[src/rtl/bfa_pkg.sv]
`timescale 1ns / 1ps

package bfa_pkg;

  // Geometry of the frame bitmap.
  localparam int MAX_FRAMES  = 32768;
  localparam int WORD_BITS   = 32;
  localparam int FRAME_SHIFT = 12;
  localparam int NWORDS      = MAX_FRAMES / WORD_BITS;
  localparam int WIDX_W      = $clog2(NWORDS);
  localparam int BIT_W       = $clog2(WORD_BITS);
  localparam int FIDX_W      = $clog2(MAX_FRAMES);
  localparam int PTR_W       = WIDX_W + 1;

  // Field widths.
  localparam int CNT_W       = 16;
  localparam int ADDR_W      = 32;
  localparam int KIND_W      = 2;
  localparam int STAT_W      = 2;
  localparam int CFG_IDX_W   = 1;

  // Output beat layout.
  localparam int OUT_STAT_LSB = ADDR_W;
  localparam int OUT_USED_LSB = ADDR_W + STAT_W;
  localparam int OUT_BITS     = ADDR_W + STAT_W + CNT_W;
  localparam int OUT_TDATA_W  = ((OUT_BITS + 7) / 8) * 8;

  // Reset values of the configuration registers.
  localparam logic [CNT_W-1:0] FRAME_COUNT_RST = CNT_W'(MAX_FRAMES);
  localparam logic [CNT_W-1:0] RESERVED_RST    = CNT_W'(256);

  typedef enum logic [KIND_W-1:0] {
    KIND_INIT  = 2'd0,
    KIND_ALLOC = 2'd1,
    KIND_FREE  = 2'd2,
    KIND_NOP   = 2'd3
  } kind_t;

  typedef enum logic [STAT_W-1:0] {
    STAT_OK     = 2'd0,
    STAT_OOM    = 2'd1,
    STAT_DOUBLE = 2'd2,
    STAT_RANGE  = 2'd3
  } stat_t;

  typedef enum logic [CFG_IDX_W-1:0] {
    REG_FRAME_COUNT = 1'b0,
    REG_RESERVED    = 1'b1
  } cfg_reg_t;

  typedef enum logic [2:0] {
    ST_FILL,
    ST_IDLE,
    ST_INIT,
    ST_SCAN,
    ST_FREE_RD,
    ST_FREE_CHK,
    ST_DONE
  } state_t;

  // Commands from the controller to the datapath.
  typedef struct packed {
    logic capture;
    logic nop;
    logic fill;
    logic init;
    logic scan;
    logic free_rd;
    logic free_chk;
    logic load_out;
  } cmd_t;

  // Status from the datapath to the controller.
  typedef struct packed {
    logic sweep_last;
    logic scan_done;
    logic free_oor;
  } sts_t;

endpackage

[src/rtl/bfa_ctrl.sv]
`timescale 1ns / 1ps

module bfa_ctrl (
  input  logic                        clk,
  input  logic                        rst,
  input  logic                        s_tvalid,
  input  logic [bfa_pkg::KIND_W-1:0]  s_tuser,
  output logic                        s_tready,
  output logic                        m_tvalid,
  input  logic                        m_tready,
  input  bfa_pkg::sts_t               sts,
  output bfa_pkg::cmd_t               cmd
);
  import bfa_pkg::*;

  state_t state;
  state_t state_next;
  logic   out_valid;
  kind_t  kind_in;

  assign kind_in  = kind_t'(s_tuser);
  assign s_tready = (state == ST_IDLE);
  assign m_tvalid = out_valid;

  // State register.
  always_ff @(posedge clk) begin
    if (rst) begin
      state <= ST_FILL;
    end else begin
      state <= state_next;
    end
  end

  // Next-state logic.
  always_comb begin
    state_next = state;
    unique case (state)
      ST_FILL: begin
        if (sts.sweep_last) state_next = ST_IDLE;
      end
      ST_IDLE: begin
        if (s_tvalid) begin
          unique case (kind_in)
            KIND_INIT:  state_next = ST_INIT;
            KIND_ALLOC: state_next = ST_SCAN;
            KIND_FREE:  state_next = ST_FREE_RD;
            KIND_NOP:   state_next = ST_DONE;
            default:    state_next = ST_DONE;
          endcase
        end
      end
      ST_INIT: begin
        if (sts.sweep_last) state_next = ST_DONE;
      end
      ST_SCAN: begin
        if (sts.scan_done) state_next = ST_DONE;
      end
      ST_FREE_RD: begin
        state_next = sts.free_oor ? ST_DONE : ST_FREE_CHK;
      end
      ST_FREE_CHK: begin
        state_next = ST_DONE;
      end
      ST_DONE: begin
        if (!out_valid || m_tready) state_next = ST_IDLE;
      end
      default: state_next = ST_IDLE;
    endcase
  end

  // Command outputs.
  always_comb begin
    cmd          = '0;
    cmd.capture  = (state == ST_IDLE) && s_tvalid;
    cmd.nop      = cmd.capture && (kind_in == KIND_NOP);
    cmd.fill     = (state == ST_FILL);
    cmd.init     = (state == ST_INIT);
    cmd.scan     = (state == ST_SCAN);
    cmd.free_rd  = (state == ST_FREE_RD);
    cmd.free_chk = (state == ST_FREE_CHK);
    cmd.load_out = (state == ST_DONE) && (!out_valid || m_tready);
  end

  // Output beat valid: set when a result is loaded, cleared when taken.
  always_ff @(posedge clk) begin
    if (rst) begin
      out_valid <= 1'b0;
    end else if (cmd.load_out) begin
      out_valid <= 1'b1;
    end else if (m_tready) begin
      out_valid <= 1'b0;
    end
  end

endmodule

[config.mk]
export PLATFORM = sky130hd
export DESIGN_NAME = bfa_ctrl
export DESIGN_NICKNAME = d
export VERILOG_FILES = /design/src/rtl/bfa_pkg.sv /design/src/rtl/bfa_ctrl.sv
export SDC_FILE = /design/constraint.sdc
export NUM_CORES = 1
export LEC_CHECK = 0
export BUFFER_PORTS_ARGS = -buffer_cell sky130_fd_sc_hd__buf_4
export CELL_PAD_IN_SITES_DETAIL_PLACEMENT = 0
export CELL_PAD_IN_SITES_GLOBAL_PLACEMENT = 1
export CORE_MARGIN = 1.5
export CORE_UTILIZATION = 24
export DETAILED_ROUTE_END_ITERATION = 8
export GPL_TIMING_DRIVEN = 0
export PLACE_DENSITY = 0.74
export SETUP_SLACK_MARGIN = 0.05
export SYNTH_ARGS = -nofsm -noshare
export SYNTH_HDL_FRONTEND = slang
export SYNTH_SLANG_ARGS = --single-unit
[constraint.sdc]
create_clock -name clk -period 1.3 [get_ports clk]
set_clock_uncertainty 0.15 [all_clocks]
set_input_delay 0.065 -clock clk [delete_from_list [all_inputs] [get_ports clk]]
set_output_delay 0.065 -clock clk [all_outputs]
set_load 0.02 [all_outputs]
-- Word level (Yosys, flattened, before mapping)
Cells that the tools add are included.
- equality and inequality tests: 14
- multiplexer cells: 10
- reductions and logical operators: 9
- operators with widths (kind ; count):
    $pmux W3 S7 ; 1
    $mux W3 ; 5
    $pmux W3 S4 ; 1
    $ne A2 B2 Y1 const B ; 5
    $eq A3 B3 Y1 const B ; 3
    $eq A3 B2 Y1 const B ; 2
    $reduce_and A5 Y1 ; 1
    $eq A2 B2 Y1 const B ; 2
    $eq A3 B1 Y1 const B ; 1
    $logic_and A1 B1 Y1 ; 3
    $logic_not A3 Y1 ; 1
    $eq A2 B1 Y1 const B ; 1
    $logic_not A2 Y1 ; 1
    $mux W1 ; 2
    $mux W2 ; 1
    $reduce_bool A2 Y1 ; 1
    $logic_not A1 Y1 ; 1
    $logic_or A1 B1 Y1 ; 1
- bits in registers: 4
- bits of input ports: 9
- word-level logic and storage cells: 35

-- Logic depth before layout (Yosys ltp)
Gate-level depths: netlist (run 1).
- word-level depth: 4
- depth in mapped cells: 5
- mapped depth without buffers: 4

-- Least setup slack after synthesis (run 1)
Ideal clock, no wire load.
- path kind: register to output
- start point: reg state[2]
- end point: out cmd[6] (netlist bit)
- data arrival time: 1.116 ns
- required time: 1.085 ns
- slack: -0.031 ns
- stages on the path, launching flop included: 5
- path buffers: 1
- path through: dfxtp_1 -> buf_6 -> nor2_1 -> and3_1 -> and3_1
- RTL lines (element ; RTL line ; RTL):
    start, declared ; bfa_ctrl.sv:16 ; state_t state;
    start signal, assigned ; bfa_ctrl.sv:30 ; state <= state_next;
    end, declared ; bfa_ctrl.sv:12 ; output bfa_pkg::cmd_t cmd

-- Final worst setup path (run 1)
- start point: reg state[2]
- end point: reg state[1]
- cells in the longest elaborated chain, start to end: 3
- elaborated cells on any way between the ends: 14
- those cells by class: 11 x eq/ne; 1 x mux; 2 x reduce/logical
- RTL lines (element ; RTL line ; RTL):
    $eq A3 B3 Y1 (tied with other cells) ; bfa_ctrl.sv:37 ; unique case (state)
    $ne A2 B2 Y1 (no line) ; - ;
    $reduce_and A5 Y1 (no line) ; - ;
Several ways; a longest one is shown, not always the timed one.
A chain may end at the register's enable or synchronous reset.

==> impl_metrics.tcl, run 1 <==
set metrics [dict create \
    status "finished, violations left" \
    violations "negative hold slack, negative setup slack" \
    clock_path_buffers 2 \
    setup_viol 10 \
    r2r_end "state[1]" \
    slowest_stage "dfxtp_2" \
    final_layout_size_suffix_gt1_frac 0.6790 \
    cp-end-kind "flop" \
    synth.distinct_cells 26 \
    synth_edf_count 0 \
    ios 19 \
    fin_crit_sh 1.147 \
    grt_pass1_wl_mm 1.566 \
    max_cap_viol_count 0 \
    drt_iter0_drc 13 \
    synth_ff_type "dfxtp_1" \
    slew_violations 0 \
    diodes 0 \
    routedWlPerCell_um 11.45 \
    p_total_w 0.001413 \
    num_rows 13 \
    worst-path-buf-inv 2 \
    die_y_um 40.73 \
    multi_input_area_um2 304.0 \
    synthArstFlopShare 0 \
    ir_drop_mv 0.8217 \
    h-tree-depth 1 \
    root_buffer "clkbuf_4" \
    rsz0062_at_grt "yes" \
    cp_top_family "compound AO/OA/AOI/OAI gates" \
    rr_startpoint "state[2]" \
    path_class "flop to flop" \
    synth_area_per_cell_um2 7.116 \
    fin_nets 92 \
    seq_area_frac_synth 0.2344 \
    reg2regPathDepth 6 \
    synth_fp_nets 57 \
    hold_viol_final 1 \
    stdcell_area_um2 745.7 \
    gp_congestion 0.7416 \
    cp-start-kind "flop" \
    yosys_warnings 0 \
    leakage_nw 0.3278 \
    max_stage_delay_ns 0.31 \
    die_w_um 40.73 \
    dieArea_um2 1659 \
    drt_wl_total_mm 1.099 \
    cts_buffers 3 \
    layout_min_cycle_time_ns 1.491 \
    drc 0 \
    cp.required_ns 1.27 \
    worstPathArrival_ns 1.46 \
    port_buffers 18 \
    cp_common_cell "buf_6" \
    overflow 0 \
    cp.depth 6 \
    utilization 0.5660 \
    reg2reg_slack_ns -0.19 \
    viasPerCell 4.729 \
    whs_ns -0.002852 \
    max_freq_mhz 670.7 \
    setup_slack_ns -0.1910 \
    placed_area_um2 498.0 \
    ant_nets 0 \
    start_util 0.2593 \
    cts_tree "yes" \
    cp_max_fo 6 \
    clk_latency_ns 0.23 \
    power_density_nw_per_um2 1895 \
    synth-seq-cells 4 \
    num_vias 454 \
    tightest_slew_ns 0.2786 \
    syn_area_um2 341.6 \
    slew_headroom 0.8139 \
    grt_pass1_vias 399 \
    hp-class "input port to flop" \
    cts_sinks 4 \
    regArea_um2 85.08 \
    antenna_found_initial 0 \
    critPathCapture "state[1]" \
    path_clk_slew_ns 0.04 \
    drt-pass1-iter-count 4 \
    grt_max_degree 7 \
    synthCells 48 \
    core_um2 1318 \
    fill_cells 111 \
    path_cells "buf_6 -> buf_6 -> or2_1 -> a21oi_2 -> o21ai_1 -> o311a_1" \
    area.growth.synth_to_final_pct 118.3 \
    critical_path.startpoint "state[2]" \
    grt_usage 0.1408 \
]
where the power goes:
part,internal (W),switching [W]
Sequential,0.000166,0.0000192
Combinational,0.000553,0.000523
Clock,0.000103,0.0000486
Total,0.000822,0.000591
kinds of logic (layout without fill, tap and decap cells):
family	after synthesis	in the layout	share of synthesized area
buffers and inverters	5	38	0.1099
AND/OR/NAND/NOR	27	27	0.3956
flip-flops	4	4	0.2344
AO/OA/AOI/OAI	12	12	0.2601
registers in the layout, summed over array words and instances, names as in the netlist:
signal and count:
m_tvalid 1, state 3
cell usage in the layout, fill, tap and decap left out, types with 2 or more instances in the layout:
cell | Yosys | routed
dfxtp_1 | 4 | 2
nor2_4 | 0 | 4
nor3_2 | 0 | 3
a21oi_2 | 1 | 2
and3_4 | 0 | 3
nand2b_1 | 3 | 2
nand2_1 | 4 | 2
a21oi_1 | 3 | 2
nor2_1 | 9 | 5
buf_6 | 2 | 12
clkbuf_4 | 0 | 3
buf_4 | 1 | 20
cell usage after synthesis, drive strengths merged, types with 2 or more instances:
cell type / number / share of area
o21ai: 2 / 0.029
and3: 3 / 0.059
nor3: 3 / 0.044
nand2b: 3 / 0.055
dfxtp: 4 / 0.23
inv: 2 / 0.022
nand2: 4 / 0.044
nor2: 9 / 0.099
buf: 3 / 0.088
a21oi: 4 / 0.070
repair_timing:
item / CTS / global route
hold endpoints to repair: 4 / 0
pin swaps: 6 / 4
hold buffers: 1 / 0
endpoints found under the setup margin: 12 / 12
resized for setup: 28 / 9
buffers inserted: 8 / 3
area by class of cell:
| type | count | share of cell area |
|---|---|---|
| Sequential cell | 4 | 0.1141 |
| Inverter | 2 | 0.02685 |
| Timing Repair Buffer | 30 | 0.3507 |
| Buffer | 3 | 0.04530 |
| Tap cell | 15 | 0.02517 |
| Clock buffer | 3 | 0.03020 |
| Multi-Input combinational cell | 39 | 0.4077 |
metal layers:
metal  GRT usage  wire, µm  share of wire  vias to the layer above
li1            -         -              -                      234
met1      0.1753       472           0.43                      211
met2      0.2183       594           0.54                        9
met3     0.03261        32          0.029                        0
met4     0.08333         0              0                        0
met5           0         0              0                        -
metrics by stage:
step            TNS, ns  setup WS, ns  hold WS (ns)  cells
6_report        -0.9321       -0.1910     -0.002852     96
5_1_grt          -1.504       -0.2223       0.02686     96
4_1_cts         -0.7743       -0.1361      -0.02401     93
3_5_place_dp   -0.02051      -0.02051        0.1063     81
3_3_place_gp   -0.03646      -0.01845        0.1082     81
2_1_floorplan         0       0.04596      -0.01593     48
how the worst min path moves through the flow:
| stage | start | endpoint | slack, ns | cells after the start |
|---|---|---|---|---|
| 2_1_floorplan | rst | state[2] | -0.02 | 1 |
| 3_3_place_gp | rst | state[2] | 0.11 | 2 |
| 3_5_place_dp | rst | state[2] | 0.11 | 2 |
| 4_1_cts | m_tready | state[2] | -0.02 | 4 |
| 5_1_grt | m_tready | state[2] | 0.03 | 4 |
| 6_report | m_tready | state[2] | -0.003 | 4 |
worst reg2reg max path, stage by stage (launching register included):
cell     delay (ns)
dfxtp_2        0.31
buf_6          0.12
buf_6          0.12
or2_1          0.21
a21oi_2        0.22
o21ai_1        0.12
o311a_1        0.12
Power figures use the tool's default switching activity.
==> run 2, diff against run 1 <==
--- a/config.mk
+++ b/config.mk
@@ -9,10 +9,11 @@
 export CELL_PAD_IN_SITES_DETAIL_PLACEMENT = 0
 export CELL_PAD_IN_SITES_GLOBAL_PLACEMENT = 1
 export CORE_MARGIN = 1.5
-export CORE_UTILIZATION = 24
+export CORE_UTILIZATION = 25
+export CTS_BUF_LIST = sky130_fd_sc_hd__clkbuf_8
 export DETAILED_ROUTE_END_ITERATION = 8
 export GPL_TIMING_DRIVEN = 0
-export PLACE_DENSITY = 0.74
+export PLACE_DENSITY = 0.77
 export SETUP_SLACK_MARGIN = 0.05
 export SYNTH_ARGS = -nofsm -noshare
 export SYNTH_HDL_FRONTEND = slang
==> impl_metrics.tcl, run 2 (same netlist as run 1, synthesis figures left out) <==
set metrics [dict create \
    cp-start-kind "flop" \
    slew_violations 0 \
    hold_viol_final 0 \
    setup_slack_ns -0.1161 \
    diodes 0 \
    port_buffers 18 \
    area.growth.synth_to_final_pct 111.4 \
    fin_nets 88 \
    max_cap_viol_count 0 \
    cp-end-kind "output pin" \
    drt_wl_total_mm 1.102 \
    p_total_w 0.001423 \
    worstPathArrival_ns 1.20 \
    overflow 0 \
    die_w_um 39.97 \
    dieArea_um2 1597 \
    fin_crit_sh 1.089 \
    final_layout_size_suffix_gt1_frac 0.6494 \
    h-tree-depth 1 \
    viasPerCell 4.685 \
    drt_iter0_drc 1 \
    grt_usage 0.1392 \
    rsz0062_at_grt "yes" \
    antenna_found_initial 0 \
    grt_pass1_wl_mm 1.462 \
    hp-class "input port to flop" \
    cp_max_fo 5 \
    leakage_nw 0.3144 \
    violations "negative setup slack" \
    grt_max_degree 11 \
    core_um2 1285 \
    max_freq_mhz 706.2 \
    ios 19 \
    cts_buffers 3 \
    setup_viol 6 \
    layout_min_cycle_time_ns 1.416 \
    layout_common_cells "buf_4 (19), nor2_1 (7), buf_6 (6)" \
    clk_latency_ns 0.21 \
    ir_drop_mv 0.7924 \
    path_clk_slew_ns 0.03 \
    routedWlPerCell_um 11.98 \
    clock_path_buffers 2 \
    ant_nets 0 \
    largest_reg_flops 3 \
    cts_tree "yes" \
    start_util 0.2658 \
    final_common_cell "buf_4" \
    setup_tns_ns -0.4587 \
    die_y_um 39.97 \
    drt-pass1-iter-count 2 \
    power_density_nw_per_um2 1970 \
    slew_headroom 0.8345 \
    num_rows 13 \
    drc 0 \
    path_class "flop to output pin" \
    cp.required_ns 1.09 \
    cts_sinks 4 \
    status "finished, violations left" \
    tightest_slew_ns 0.2475 \
    utilization 0.5618 \
    root_buffer "clkbuf_8" \
    grt_pass1_vias 370 \
    gp_congestion 0.6924 \
    num_vias 431 \
    regMostFlops "state" \
]
==> run 2: cell count changes in the layout (fill, tap and decap cells not counted), moves of 2 or more <==
cell,previous run,this run
buf_6,12,6
nor2_4,4,1
clkbuf_4,3,0
clkbuf_8,0,3
nor2_1,5,7
buf_8,0,2
==> run 2: power breakdown <==
group          leakage (nW)  internal, W  switching [W]
clock                0.0216     0.000197      0.0000579
combinational         0.258     0.000487       0.000457
sequential           0.0345     0.000175      0.0000493
total                 0.314     0.000859       0.000564
==> run 2: routing by layer <==
layer	routed length [µm]	track usage
met1	478	0.1561
met2	565	0.2500
met3	43	0.01667
met4	14	0.07759
met5	0	0
==> run 2: per-stage QoR <==
stage	instance area, µm²	cells	setup WS (ns)	hold WS [ns]
after floorplan	344.1	48	0.04596	-0.01593
after global placement	498.0	81	-0.03904	0.1078
after detailed placement	498.0	81	-0.05253	0.1096
after CTS	646.9	90	-0.1557	0.001125
after global routing	721.9	92	-0.1621	0.04282
final	721.9	92	-0.1161	0.01162
==> run 2: final cells by class <==
cell class,count,area [µm²]
Multi-Input combinational cell,39,287.8
Buffer,2,26.28
Tap cell,15,18.77
Fill cell,122,563.0
Timing Repair Buffer,27,244.0
Sequential cell,4,88.84
Inverter,2,15.01
Clock buffer,3,41.29
==> run 2: what timing repair did <==
item,CTS,global route
buffers inserted,5,3
hold endpoints to repair,4,0
cloned,0,0
gates resized for setup,18,14
hold buffers,1,0
setup endpoints to repair,9,12
pin swaps,6,8
==> run 2: final timing paths <==
kind / from / end / slack [ns] / cells past startpoint
hold reg to reg: m_tvalid / state[2] / 0.49 / 3
setup reg to reg: state[2] / state[2] / -0.10 / 6
hold / removal: m_tready / state[2] / 0.01 / 4
setup / recovery: state[2] / cmd[6] / -0.12 / 5
==> run 2: critical path: stages, from the launching register on <==
cell and delay [ns]:
dfxtp_2 0.31, buf_6 0.12, nor2_4 0.09, and3_4 0.19
and3_4 0.17, buf_6 0.11
==> run 3, diff against run 2 <==
--- a/config.mk
+++ b/config.mk
@@ -13,7 +13,7 @@
 export CTS_BUF_LIST = sky130_fd_sc_hd__clkbuf_8
 export DETAILED_ROUTE_END_ITERATION = 8
 export GPL_TIMING_DRIVEN = 0
-export PLACE_DENSITY = 0.77
+export PLACE_DENSITY = 0.74
 export SETUP_SLACK_MARGIN = 0.05
 export SYNTH_ARGS = -nofsm -noshare
 export SYNTH_HDL_FRONTEND = slang
==> constraint.sdc (replaced) <==
create_clock -name clk -period 1.35 [get_ports clk]
set_clock_uncertainty 0.15 [all_clocks]
set_input_delay 0.0675 -clock clk [delete_from_list [all_inputs] [get_ports clk]]
set_output_delay 0.0675 -clock clk [all_outputs]
set_load 0.02 [all_outputs]
==> impl_metrics.tcl, run 3 (same netlist as run 1, synthesis figures left out) <==
set metrics [dict create \
    grt_max_degree 8 \
    violations "negative setup slack" \
    worstPathArrival_ns 1.18 \
    diodes 0 \
    dpl.cell_count 81 \
    hold_end "state[2]" \
    drc 0 \
    overflow 0 \
    h-tree-depth 1 \
    reg2reg_slack_ns -0.04 \
    cts_buffers 3 \
    root_buffer "clkbuf_8" \
    port_buffers 18 \
    die_y_um 39.97 \
    leakage_nw 0.3376 \
    cp.required_ns 1.13 \
    final_common_cell "buf_4" \
    setup_slack_ns -0.04464 \
    max_cap_viol_count 0 \
    regArea_um2 88.84 \
    slew_headroom 0.8490 \
    whs_ns 0.003705 \
    die_w_um 39.97 \
    rsz0062_at_grt "yes" \
    antenna_found_initial 0 \
    status "finished, violations left" \
    dieArea_um2 1597 \
    gp_congestion 0.6944 \
    cts_sinks 4 \
    hp-class "input port to flop" \
    ant_nets 0 \
    start_util 0.2658 \
    path_class "flop to output pin" \
    cp_top_family "simple AND/OR/NAND/NOR gates" \
    grt_pass1_vias 387 \
    drt_iter0_drc 5 \
    hold_viol_final 0 \
    drt-pass1-iter-count 2 \
    num_vias 452 \
    clock_path_buffers 2 \
    ir_drop_mv 0.8152 \
    r2r_end "state[1]" \
    layout_min_cycle_time_ns 1.395 \
    tightest_slew_ns 0.2260 \
    ios 19 \
    rr_startpoint "state[1]" \
    drt_wl_total_mm 1.072 \
    final_layout_size_suffix_gt1_frac 0.6709 \
    grt_usage 0.1475 \
    setup_viol 2 \
    path_cells "buf_6 -> nor2_4 -> and3_4 -> and3_4 -> buf_6" \
    p_total_w 0.001435 \
    clk_latency_ns 0.21 \
    cp-end-kind "output pin" \
    whs_path_depth 4 \
    largest_reg_flops 3 \
    viasPerCell 4.809 \
    fin_crit_sh 1.033 \
    multi_input_area_um2 305.3 \
    fin_nets 90 \
    reg2regPathDepth 5 \
    final_cells 94 \
    grt_pass1_wl_mm 1.545 \
    num_rows 13 \
    regMostFlops "state" \
    fill_cells 121 \
    worst-path-buf-inv 2 \
    cp_max_fo 6 \
    routedWlPerCell_um 11.40 \
    utilization 0.5852 \
    layout_common_cells "buf_4 (22), buf_6 (6), nor2_1 (6)" \
    slew_violations 0 \
    max_stage_delay_ns 0.31 \
    cts_tree "yes" \
    dp_hpwl_um 716 \
    core_um2 1285 \
    path_clk_slew_ns 0.03 \
    cp-start-kind "flop" \
    slowest_stage "dfxtp_2" \
    max_freq_mhz 717.0 \
    area.growth.synth_to_final_pct 120.1 \
    power_density_nw_per_um2 1909 \
    min-delay-start "m_tready" \
]
==> run 3: routing by layer <==
metal	track usage	vias to the layer above	routed length, µm
met5	0	-	0
met4	0.07759	0	5
met3	0.01667	2	56
met2	0.2661	13	568
met1	0.1667	208	441
li1	-	229	-
==> run 3: worst reg2reg max path, delay by kind of cell (launching register included) <==
| family | cells | cell delay, ns |
|---|---|---|
| AND/OR/NAND/NOR | 1 | 0.09 |
| buffers and inverters | 2 | 0.21 |
| AO/OA/AOI/OAI | 2 | 0.45 |
| flip-flops | 1 | 0.37 |
==> run 3: cell type report <==
class / count / share of cell area
Buffer: 2 / 0.02995
Multi-Input combinational cell: 39 / 0.4060
Inverter: 2 / 0.02662
Clock buffer: 3 / 0.05491
Sequential cell: 4 / 0.1181
Timing Repair Buffer: 29 / 0.3394
Tap cell: 15 / 0.02496
==> run 3: worst max-delay path by stage <==
stage | depth (start not counted) | slack [ns] | from | endpoint
after floorplan | 5 | 0.07 | state[2] | state[1]
after global placement | 5 | -0.02 | state[2] | state[1]
after detailed placement | 5 | -0.02 | state[2] | state[1]
after CTS | 6 | -0.05 | state[1] | state[1]
after global routing | 5 | -0.08 | state[2] | cmd[6]
final | 5 | -0.04 | state[2] | cmd[6]
==> run 3: repair_timing <==
item / in CTS / in global routing
endpoints found under the setup margin: 9 / 10
endpoints found under the hold margin: 4 / 0
gates resized for setup: 19 / 16
pin swaps: 8 / 7
buffers inserted: 10 / 0
hold buffers: 1 / 0
==> run 3: metrics by stage <==
stage	setup WS (ns)	cell area (µm²)	setup TNS (ns)
final	-0.04464	752.0	-0.08038
after global routing	-0.08433	752.0	-0.2737
after CTS	-0.05282	696.9	-0.1879
after detailed placement	-0.02092	498.0	-0.02092
after global placement	-0.02489	498.0	-0.02489
after floorplan	0.06643	344.1	0
==> run 3: power breakdown <==
group / switching [W] / leakage, nW / internal (W)
Combinational: 0.000474 / 0.282 / 0.000510
Clock: 0.0000553 / 0.0216 / 0.000190
Sequential: 0.0000385 / 0.0345 / 0.000168
